<file path="src/design/plti_ram.sv">
// ============================================================================
// plti_ram: generic synchronous RAM
// One write port and one read port; the read data is registered.
// ============================================================================
module plti_ram #(
    parameter int WIDTH = 32,
    parameter int DEPTH = 64
) (
    input  logic                     clk,
    input  logic                     we,
    input  logic [$clog2(DEPTH)-1:0] waddr,
    input  logic [WIDTH-1:0]         wdata,
    input  logic [$clog2(DEPTH)-1:0] raddr,
    output logic [WIDTH-1:0]         rdata
);

    logic [WIDTH-1:0] mem [DEPTH];
    logic [WIDTH-1:0] rdata_reg;

    always_ff @(posedge clk)
    begin
        if (we)
        begin
            mem[waddr] <= wdata;
        end
        rdata_reg <= mem[raddr];
    end

    assign rdata = rdata_reg;

endmodule

</file>
<file path="config.mk">
export PLATFORM = sky130hd
export DESIGN_NAME = plti_ram
export DESIGN_NICKNAME = d
export VERILOG_FILES = /design/src/design/plti_ram.sv
export SDC_FILE = /design/constraint.sdc
export NUM_CORES = 2
export LEC_CHECK = 0
export BUFFER_PORTS_ARGS = -buffer_cell sky130_fd_sc_hd__buf_2
export CORE_ASPECT_RATIO = 1.1
export CORE_UTILIZATION = 58
export DETAILED_ROUTE_END_ITERATION = 7
export PLACE_DENSITY = 0.74
export SYNTH_ARGS = -nofsm -noshare
export SYNTH_HDL_FRONTEND = slang
export SYNTH_SLANG_ARGS = --single-unit
</file>
<file path="constraint.sdc">
create_clock -name clk -period 6.76 [get_ports clk]
set_input_delay 1.014 -clock clk [delete_from_list [all_inputs] [get_ports clk]]
set_output_delay 1.014 -clock clk [all_outputs]
set_load 0.1 [all_outputs]
</file>
==> reports/qor.yml <==
worst_hold_path:
  min_path_type: "reg -> reg"
  worstHoldStart: "mem[29][20]$_DFFE_PP_"
  whs_endpoint: "rdata[20]$_DFF_P_"
  hold_depth: 4
routing:
  drc: 0
  drt_pass1_iterations: 7
  drtIter0Drc: 5649
  wirelength_um: 200000
  wl_per_cell_um: 36.4
  antenna_left: 0
  avgViaCountPerCell: 6.86
  vias: 37700
floorplan:
  dieWidth_um: 353
  fp.dieH_um: 388
  start_util_pct: 58.5
  fp-row-count: 141
  core_area_um2: 134000
  dieArea_um2: 137000
  num_io_pins: 78
grt:
  grt_pass1_vias: 38700
  met2_usage_pct: 48.2
  grt_max_degree: 134
  busiest_layer: "met2"
  grt_usage_pct: 29.7
  use_met1_pct: 38.4
  antenna_found_initial: 23
  overflow: 0
  grt_pass1_wl_um: 283000
  met3_usage_pct: 8.03
synthesis:
  ys.warnings.count: 0
  avgSynthCellArea_um2: 23.6
  ys_seq_area_share_pct: 79.1
  synth-seq-cells: 2080
  syn_inst: 3324
  ys_types: 34
  synth_area_um2: 78500
  synth_nets: 3370
clocking:
  cts-root-buf: "clkbuf_16"
  hold_buffers: 0
  cts_setup_buffers: 0
  insertion_delay_ns: 0.83
  clkTransAtPathRegs_ns: 0.06
  ctsResizeCount: 0
  ctsHtreeMaxLevel: 4
  clock-sinks: 2080
  numCtsBuffers: 193
  cts_buffer_depth: 3
  cts_tree: "yes"
worst_setup_path:
  cpMaxStageDelayCell: "o22ai_1"
  crit_required_ns: 7.40
  crit_fanout: 133
  crit_family: "buffers and inverters"
  r2r_cells: 4
  crit_top_cell: "mux4_2"
  cp.buffers_inverters: 2
  crit_type: "in -> reg"
  r2r_end: "rdata[19]$_DFF_P_"
  cp-end-kind: "flop"
  cp-start-kind: "input pin"
  r2r-start: "mem[19][19]$_DFFE_PP_"
  regToRegSetupSlack_ns: 4.01
  arrival_ns: 4.49
  cpPeakStageDelay_ns: 1.02
  worstPathCellList: "buf_8, buf_12, mux4_2, mux4_2, o22ai_1, nor2_1"
place:
  io_buffers: 77
  place_ws_ns: 2.05
  dpl_cell_area_um2: 81700
  place_inst: 5121
  place.gp.congestion: 0.837
  dpl.hpwl_um: 107000
pwr:
  power_density_nw_per_um2: 302
  p_int_w: 0.0207
  p_sw_w: 0.00580
  power.leakage_nw: 27.4
  p_sw_share_pct: 21.9
  combPwrFrac_pct: 5.7
  clkPwrFrac_pct: 40.2
  ir_worst_vdd_uv: 275
  seqPwrFrac_pct: 54.1
sta:
  skew_ns: 0.0628
  period_share_pct: 56.9
  fmax_ghz: 0.260
  fin_crit_ns: 3.85
  finalSetupTns_ns: 0
  hold_violations: 0
  report.final.slew_viol_count: 0
  finalSetupViolCount: 0
  max_slew.worst_pin.slew_ns: 1.43
  rsz0062_at_grt: "no"
  relSlewSlack_pct: 4.87
  fin_ws_ns: 2.91
finish:
  fill_cells: 8080
  final_nets: 3575
  syn_to_final_growth_pct: 12.1
  largest_reg_flops: 2048
  drive_above_1_share_pct: 29.7
  stdcell_area_um2: 88000
  fin_cells: 5491
run:
  cap_violations: 0
status:
  status: "finished clean"
kinds of logic (layout without fill, tap and decap cells):
logic type | count (synthesis) | after routing | share of synthesized area, %
mux | 637 | 637 | 16.8
buf+inv | 182 | 553 | 1.13
flops | 2080 | 2080 | 79.1
compound gates | 202 | 202 | 1.67
simple gates | 223 | 223 | 1.27
other cells | 0 | 9 | 0
metrics by stage:
stage	utilization, %	hold slack, ns	power (W)
floorplan	-	0.663	0.0155
global placement	60.9	0.710	0.0161
detailed placement	60.9	0.750	0.0161
CTS	65.5	0.746	0.0266
global route	65.5	0.799	0.0271
finish	65.5	0.773	0.0265
cells in the mapped netlist (all sizes together):
cell | number | area, um2
a21oi | 62 | 310
a22oi | 12 | 90.1
a311oi | 8 | 70.1
a31oi | 1 | 6.26
a41o | 4 | 40.0
and2 | 2 | 12.5
and3 | 4 | 25.0
buf | 108 | 608
clkbuf | 74 | 278
dfxtp | 32 | 641
edfxtp | 2048 | 61500
mux2i | 93 | 931
mux4 | 544 | 12300
nand2 | 26 | 97.6
nand2b | 8 | 50.1
nand3 | 5 | 25.0
nand3b | 5 | 37.5
nand4 | 2 | 12.5
nand4b | 1 | 8.76
nor2 | 137 | 514
nor2b | 15 | 93.8
nor3 | 7 | 35.0
o221ai | 27 | 236
o22ai | 84 | 526
o32ai | 4 | 35.0
or2 | 3 | 18.8
or3 | 3 | 18.8
or3b | 5 | 43.8
cells in the final DEF, fill, tap and decap left out, types with 11 or more instances in the layout:
cell type   netlist  layout
a21oi_1          62      62
dfxtp_1          32      32
clkinv_2          0      42
bufinv_16         0      12
clkbuf_16         0     198
edfxtp_1       2048    2048
buf_2            57      73
nor2_4            0      62
nor2b_1          15      14
o221ai_1         27      27
clkinvlp_4        0      11
nand2_1          26      25
clkbuf_8          0      14
buf_4            25     109
a22oi_1          12      12
mux4_2          544     544
clkbuf_1         74      34
clkinv_1          0      39
nor2_1          137      74
mux2i_1          93      93
o22ai_1          84      84
worst min-delay path: cells and delay by family (launching register included):
family | cells | cell delay (ns)
AOI/OAI and AO/OA | 1 | 0.10
DFF | 1 | 0.32
muxes | 1 | 0.07
and+or+nand+nor | 2 | 0.23
layout make-up:
class	count	area [um2]	share of cell area (%)
diodes	9	22.5	0.0256
well taps	1787	2240	2.54
repair buffers	192	1370	1.56
flip-flops and latches	2080	62100	70.6
clock buffers	246	5280	6.00
multi-input cells	1062	16000	18.2
clock inverters	115	955	1.09
worst max-delay path by stage:
stage / start / end / slack [ns] / depth (start not counted)
floorplan: waddr[3] / mem[48][0]$_DFFE_PP_ / 2.59 / 4
global placement: raddr[0] / rdata[19]$_DFF_P_ / 2.06 / 6
detailed placement: raddr[0] / rdata[19]$_DFF_P_ / 2.05 / 6
CTS: raddr[0] / rdata[19]$_DFF_P_ / 2.93 / 6
global route: raddr[0] / rdata[19]$_DFF_P_ / 2.79 / 6
finish: raddr[1] / rdata[19]$_DFF_P_ / 2.91 / 6
routing by layer:
| layer | up-vias | share of wire (%) |
|---|---|---|
| met5 | - | 0.072 |
| met4 | 22 | 4.7 |
| met3 | 499 | 12 |
| met2 | 2588 | 49 |
| met1 | 19900 | 34 |
| li1 | 14700 | - |
power by group through the flow:
stage	Combinational [W]	Sequential (W)	Clock [W]
finish	0.00152	0.0144	0.0107
global route	0.00156	0.0143	0.0112
CTS	0.00151	0.0143	0.0107
detailed placement	0.00150	0.0146	0
global placement	0.00146	0.0146	0
floorplan	0.000694	0.0148	0
Note: power is estimated with default switching activity, not from simulation.
