[config.mk]
export PLATFORM = sky130hd
export DESIGN_NAME = plti_div
export DESIGN_NICKNAME = d
export VERILOG_FILES = /design/src/design/plti_pkg.sv /design/src/design/plti_div.sv
export SDC_FILE = /design/constraint.sdc
export NUM_CORES = 1
export LEC_CHECK = 0
export ABC_AREA = 1
export BUFFER_PORTS_ARGS = -buffer_cell sky130_fd_sc_hd__buf_2
export CORE_ASPECT_RATIO = 1.5
export CORE_MARGIN = 2
export CORE_UTILIZATION = 60
export CTS_BUF_LIST = sky130_fd_sc_hd__clkbuf_4 sky130_fd_sc_hd__clkbuf_8
export CTS_CLUSTER_SIZE = 14
export DETAILED_ROUTE_END_ITERATION = 7
export GPL_TIMING_DRIVEN = 0
export PLACE_DENSITY = 0.85
export SYNTH_ARGS = -nofsm -noshare
export SYNTH_HDL_FRONTEND = slang
export SYNTH_SLANG_ARGS = --single-unit
[constraint.sdc]
create_clock -name clk -period 9.3 [get_ports clk]
set_input_delay 1.86 -clock clk [delete_from_list [all_inputs] [get_ports clk]]
set_output_delay 1.86 -clock clk [all_outputs]
set_load 0.05 [all_outputs]
[src/design/plti_pkg.sv]
// ============================================================================
// plti_pkg: shared types and constants of the piecewise linear interpolator
// Word formats of the request and result channels, load and evaluate codes,
// configuration register indexes and the fixed arithmetic widths.
// ============================================================================
package plti_pkg;

    // Width of a table value, a breakpoint and a query (signed Q16.16).
    localparam int VALUE_WIDTH = 32;
    // Width of a query after the periodic wrap; two guard bits hold the
    // intermediate values of the wrap without overflow.
    localparam int QUERY_WIDTH = VALUE_WIDTH + 2;
    // Shared divider: a full product over one value-wide divisor.
    localparam int DIVIDEND_WIDTH = 2 * VALUE_WIDTH;
    localparam int DIVISOR_WIDTH  = VALUE_WIDTH;
    // The quotient of the interpolation is limited to two to the power of this bit.
    localparam int QUOT_LIMIT_BIT = 40;

    // Request modes.
    localparam logic [1:0] MODE_LOAD_POINT = 2'd0;
    localparam logic [1:0] MODE_LOAD_VALUE = 2'd1;
    localparam logic [1:0] MODE_EVALUATE   = 2'd2;

    // Configuration register indexes.
    localparam int CFG_INDEX_WIDTH = 3;
    localparam logic [CFG_INDEX_WIDTH-1:0] CFG_POINT_COUNT   = 3'd0;
    localparam logic [CFG_INDEX_WIDTH-1:0] CFG_COLUMN_COUNT  = 3'd1;
    localparam logic [CFG_INDEX_WIDTH-1:0] CFG_PERIODIC_MODE = 3'd2;
    localparam logic [CFG_INDEX_WIDTH-1:0] CFG_RANGE_LOW     = 3'd3;
    localparam logic [CFG_INDEX_WIDTH-1:0] CFG_RANGE_HIGH    = 3'd4;
    localparam logic [CFG_INDEX_WIDTH-1:0] CFG_PERIOD_LENGTH = 3'd5;

    typedef struct packed {
        logic [1:0]                    mode;
        logic [5:0]                    point_index;
        logic [2:0]                    column_index;
        logic signed [VALUE_WIDTH-1:0] data_value;
    } req_word_t;

    typedef struct packed {
        logic [2:0]                    out_column;
        logic signed [VALUE_WIDTH-1:0] out_value;
        logic                          last_column;
    } rsp_word_t;

endpackage

[src/design/plti_div.sv]
// ============================================================================
// plti_div: iterative unsigned divider
// Restoring division, one quotient bit per cycle, shared by the periodic
// wrap (remainder) and the interpolation (quotient).
// ============================================================================
module plti_div
    import plti_pkg::*;
(
    input  logic                      clk,
    input  logic                      rst_n,
    input  logic                      start,
    input  logic [DIVIDEND_WIDTH-1:0] dividend,
    input  logic [DIVISOR_WIDTH-1:0]  divisor,
    output logic                      busy,
    output logic                      done,
    output logic [DIVIDEND_WIDTH-1:0] quotient,
    output logic [DIVISOR_WIDTH-1:0]  remainder
);

    localparam int CNT_W = $clog2(DIVIDEND_WIDTH);

    logic                      busy_reg;
    logic                      done_reg;
    logic [CNT_W-1:0]          count_reg;
    logic [DIVIDEND_WIDTH-1:0] quo_reg;
    logic [DIVIDEND_WIDTH-1:0] quo_next;
    logic [DIVISOR_WIDTH-1:0]  rem_reg;
    logic [DIVISOR_WIDTH-1:0]  rem_next;
    logic [DIVISOR_WIDTH-1:0]  dvs_reg;
    logic [DIVISOR_WIDTH:0]    trial;
    logic [DIVISOR_WIDTH:0]    diff;

    // The shifted partial remainder is tried against the divisor.
    always_comb
    begin
        trial = {rem_reg, quo_reg[DIVIDEND_WIDTH-1]};
        diff  = trial - {1'b0, dvs_reg};
        if (trial >= {1'b0, dvs_reg})
        begin
            rem_next = diff[DIVISOR_WIDTH-1:0];
            quo_next = {quo_reg[DIVIDEND_WIDTH-2:0], 1'b1};
        end
        else
        begin
            rem_next = trial[DIVISOR_WIDTH-1:0];
            quo_next = {quo_reg[DIVIDEND_WIDTH-2:0], 1'b0};
        end
    end

    always_ff @(posedge clk or negedge rst_n)
    begin
        if (!rst_n)
        begin
            busy_reg  <= 1'b0;
            done_reg  <= 1'b0;
            count_reg <= '0;
        end
        else if (start)
        begin
            busy_reg  <= 1'b1;
            done_reg  <= 1'b0;
            count_reg <= '0;
        end
        else if (busy_reg)
        begin
            count_reg <= count_reg + 1'b1;
            if (count_reg == CNT_W'(DIVIDEND_WIDTH - 1))
            begin
                busy_reg <= 1'b0;
                done_reg <= 1'b1;
            end
        end
        else
        begin
            done_reg <= 1'b0;
        end
    end

    always_ff @(posedge clk)
    begin
        if (start)
        begin
            quo_reg <= dividend;
            rem_reg <= '0;
            dvs_reg <= divisor;
        end
        else if (busy_reg)
        begin
            quo_reg <= quo_next;
            rem_reg <= rem_next;
        end
    end

    assign busy      = busy_reg;
    assign done      = done_reg;
    assign quotient  = quo_reg;
    assign remainder = rem_reg;

    assert property (@(posedge clk) disable iff (!rst_n) done |-> !busy)
        else $error("divider reports done while still busy");
    assert property (@(posedge clk) disable iff (!rst_n) start |=> busy)
        else $error("divider did not start");
    assert property (@(posedge clk) disable iff (!rst_n) done |-> !$past(done))
        else $error("divider done is not a single pulse");

endmodule

==> run_results.csv <==
group,metric,value,unit
min_path,hold_end,"remainder[24]$_SDFFE_PP0P_",
finish,layout-drive-gt1-share,0.1881,
global_routing,busiest_layer,"met2",
worst_setup_path,crit_path_start_kind,"input port",
placed_design,port_buffers,196,
worst_setup_path,crit_path_top_delay_cell,"buf_2",
worst_setup_path,cp.arrival,4350,ps
placed_design,dp_hpwl,19170,um
sta,skew,19.97,ps
finish,fillers,1109,
detailed_routing,viasPerCell,5.247,
synthesis,syn-num-nets,1265,
global_routing,grt_pass1_wl,38450,um
worst_setup_path,end_kind,"flop",
synthesis,yosysWarnings,0,
floorplanning,ios,197,
cts,cts.reportedPaths.clkPinSlew,90,ps
worst_setup_path,crit_fanout,42,
worst_setup_path,cpPeakStageDelay,670,ps
run_status,status,"finished clean",
floorplanning,die_h,147.4,um
global_routing,antenna_found_initial,0,
detailed_routing,wl_per_cell,16.21,um
cts,holdBufCountCts,0,
finish,final_core_util,0.7276,
sta,hold_viol,0,
cts,clockBufferDepth,2,
flow_run,drv_cap,0,
global_routing,grt_overflow_total,0,
sta,fmax,0.2373,GHz
cts,cts.sinks,136,
synthesis,ys.flop_type,"edfxtp_1",
placed_design,dp_cells,1491,
sta,setup_viol_count_final,0,
global_routing,grt_start_max_net_pins,43,
sta,fin_crit_sh,0.4530,
floorplanning,rows,52,
detailed_routing,wl,24690,um
worst_setup_path,cp.required,9430,ps
worst_setup_path,r2r_slack,6710,ps
global_routing,use_met1,0.3729,
synthesis,netlist_top_cells_count,"nand2_1, inv_1, edfxtp_1",
floorplanning,initial_core_util,0.6105,
finish,insertedDiodeCount,0,
synthesis,yosysMostFrequentCell,"nand2_1",
global_routing,grtUsageMet2,0.6172,
finish,fin_area,0.009799,mm2
synthesis,syn_area_per_cell,7.263,um2
synthesis,ys_top_cells_by_area,"edfxtp_1, nand2_1, inv_1",
cts,tritoncts,"built",
floorplanning,dieArea,0.01467,mm2
sta,fin_setup_tns,0,ps
synthesis,synth_top_area_cell,"edfxtp_1",
min_path,hp-class,"reg2reg",
pwr,peakVddDrop,0.0001426,V
cts,postCtsSetupBuffers,0,
detailed_routing,first_iter_violations,513,
worst_setup_path,crit_type,"in2reg",
placed_design,dpl_cell_area,0.009429,mm2
placed_design,place_congestion,1.035,
global_routing,grt_use_total,0.3413,
cts,clk-insertion-delay-late,450,ps
min_path,hold_path_depth,2,
synthesis,ys_seq_elements,136,
finish,instances_no_fill,1523,
detailed_routing,ant_nets,0,
detailed_routing,drc,0,
synthesis,synth_edf_count,96,
sta,slew_violations,0,
synthesis,synth_top_area_frac,0.3506,
min_path,holdCritStartpoint,"remainder[24]$_SDFFE_PP0P_",
global_routing,grt_pass1_vias,7943,
floorplanning,core_area,0.01347,mm2
cts,cts_made_buffers,17,
worst_setup_path,reg2reg_to,"remainder[24]$_SDFFE_PP0P_",
finish,nNetsFinal,1481,
synthesis,async_flop_share,0.05882,
synthesis,netlist_area,0.008222,mm2
worst_setup_path,reg2regPathDepth,14,
cts,cts_max_level,4,
sta,holdWs,487.8,ps
sta,worst_slew_pin_slew,892.2,ps
worst_setup_path,cp_cell_sequence,"buf_2, clkbuf_1, nor2_1, inv_1, clkbuf_4, buf_12",
detailed_routing,drtPass1Iterations,6,
finish,syn2layout_area_growth,19.19,%
sta,post-route-min-period,4213,ps
worst_setup_path,worstReg2RegStart,"remainder[3]$_SDFFE_PP0P_",
global_routing,met3_usage,0.05994,
detailed_routing,num_vias,7991,
floorplanning,chipWidth,99.58,um
synthesis,ys_seq_area_frac,0.4529,
finish,largest_reg_flops,64,
cts,post_cts_resized,0,
cts,cts_root_buffer,"clkbuf_8",
pwr,leakagePower,0.005503,uW
sta,rsz0062_at_grt,"false",
sta,slew_headroom,0.4052,
pwr,power.density,299.0,mW/mm2
synthesis,ys_types,39,
synthesis,synthCells,1132,
layer usage:
metal	part of all wire	vias to the layer above
li1	-	3949
met1	0.36	3636
met2	0.52	337
met3	0.064	69
met4	0.049	0
met5	0	-
critical path: cells and delay by family:
kind                   cells  cell delay [ps]
buffers and inverters      5             2130
and+or+nand+nor            1              300
layout by cell type (no fill, tap or decap), types with 2 or more instances in the layout:
cell type	n
clkinv_4	3
nand2_2	4
xor2_1	2
nor2_1	47
nand4_1	8
nor3_1	2
a21oi_1	22
nor2_4	2
o21ai_0	8
or2_2	2
inv_6	4
edfxtp_1	96
a31oi_1	2
o21ai_1	8
and2_1	4
clkbuf_1	16
nand3_1	86
buf_2	202
o21bai_1	3
inv_1	186
clkinv_1	3
buf_6	4
nand3b_1	13
clkbuf_8	17
ha_1	33
clkinvlp_4	2
nor2_2	4
o21a_1	2
dfxtp_1	32
dfrtp_1	8
inv_8	5
nand2_1	505
xnor2_1	13
per-stage QoR:
stage               power [uW]  worst slack, ps
floorplan                 2018             4519
global placement          2416             2585
detailed placement        2438             4691
CTS                       2921             5159
global route              3114             4991
finish                    2930             5087
logic make-up (layout without fill, tap and decap cells):
family / count (synthesis) / count (layout) / share of synthesized area
buffers and inverters: 218 / 447 / 0.1045
DFF: 136 / 136 / 0.4529
AOI/OAI and AO/OA: 47 / 47 / 0.03150
and+or+nand+nor: 682 / 682 / 0.3424
adders and majority gates: 34 / 34 / 0.05266
xor gates and xnor gates: 15 / 15 / 0.01598
power by group:
part / internal [uW] / total (uW) / switching, uW
Combinational: 485 / 1600 / 1120
Sequential: 758 / 845 / 86.9
Clock: 197 / 480 / 283
worst max path at each step:
| stage | from | endpoint | slack, ps |
|---|---|---|---|
| 3_3_place_gp | start | quotient[19]$_DFFE_PP_ | 2590 |
| 2_1_floorplan | start | quotient[0]$_DFFE_PP_ | 4520 |
| 6_report | start | quotient[7]$_DFFE_PP_ | 5090 |
| 3_5_place_dp | start | quotient[11]$_DFFE_PP_ | 4690 |
| 5_1_grt | start | quotient[7]$_DFFE_PP_ | 4990 |
| 4_1_cts | start | quotient[50]$_DFFE_PP_ | 5160 |
cell type report:
| class | count | area (um2) | area share |
|---|---|---|---|
| flip-flops and latches | 136 | 3724 | 0.3800 |
| multi-input cells | 778 | 3638 | 0.3713 |
| repair buffers | 197 | 1001 | 0.1021 |
| inverters | 189 | 709.4 | 0.07240 |
| clock buffers | 17 | 234.0 | 0.02388 |
| well taps | 162 | 202.7 | 0.02068 |
| plain buffers | 29 | 153.9 | 0.01570 |
| clock inverters | 15 | 136.4 | 0.01392 |
No activity file was read; power rests on OpenSTA's default activity.
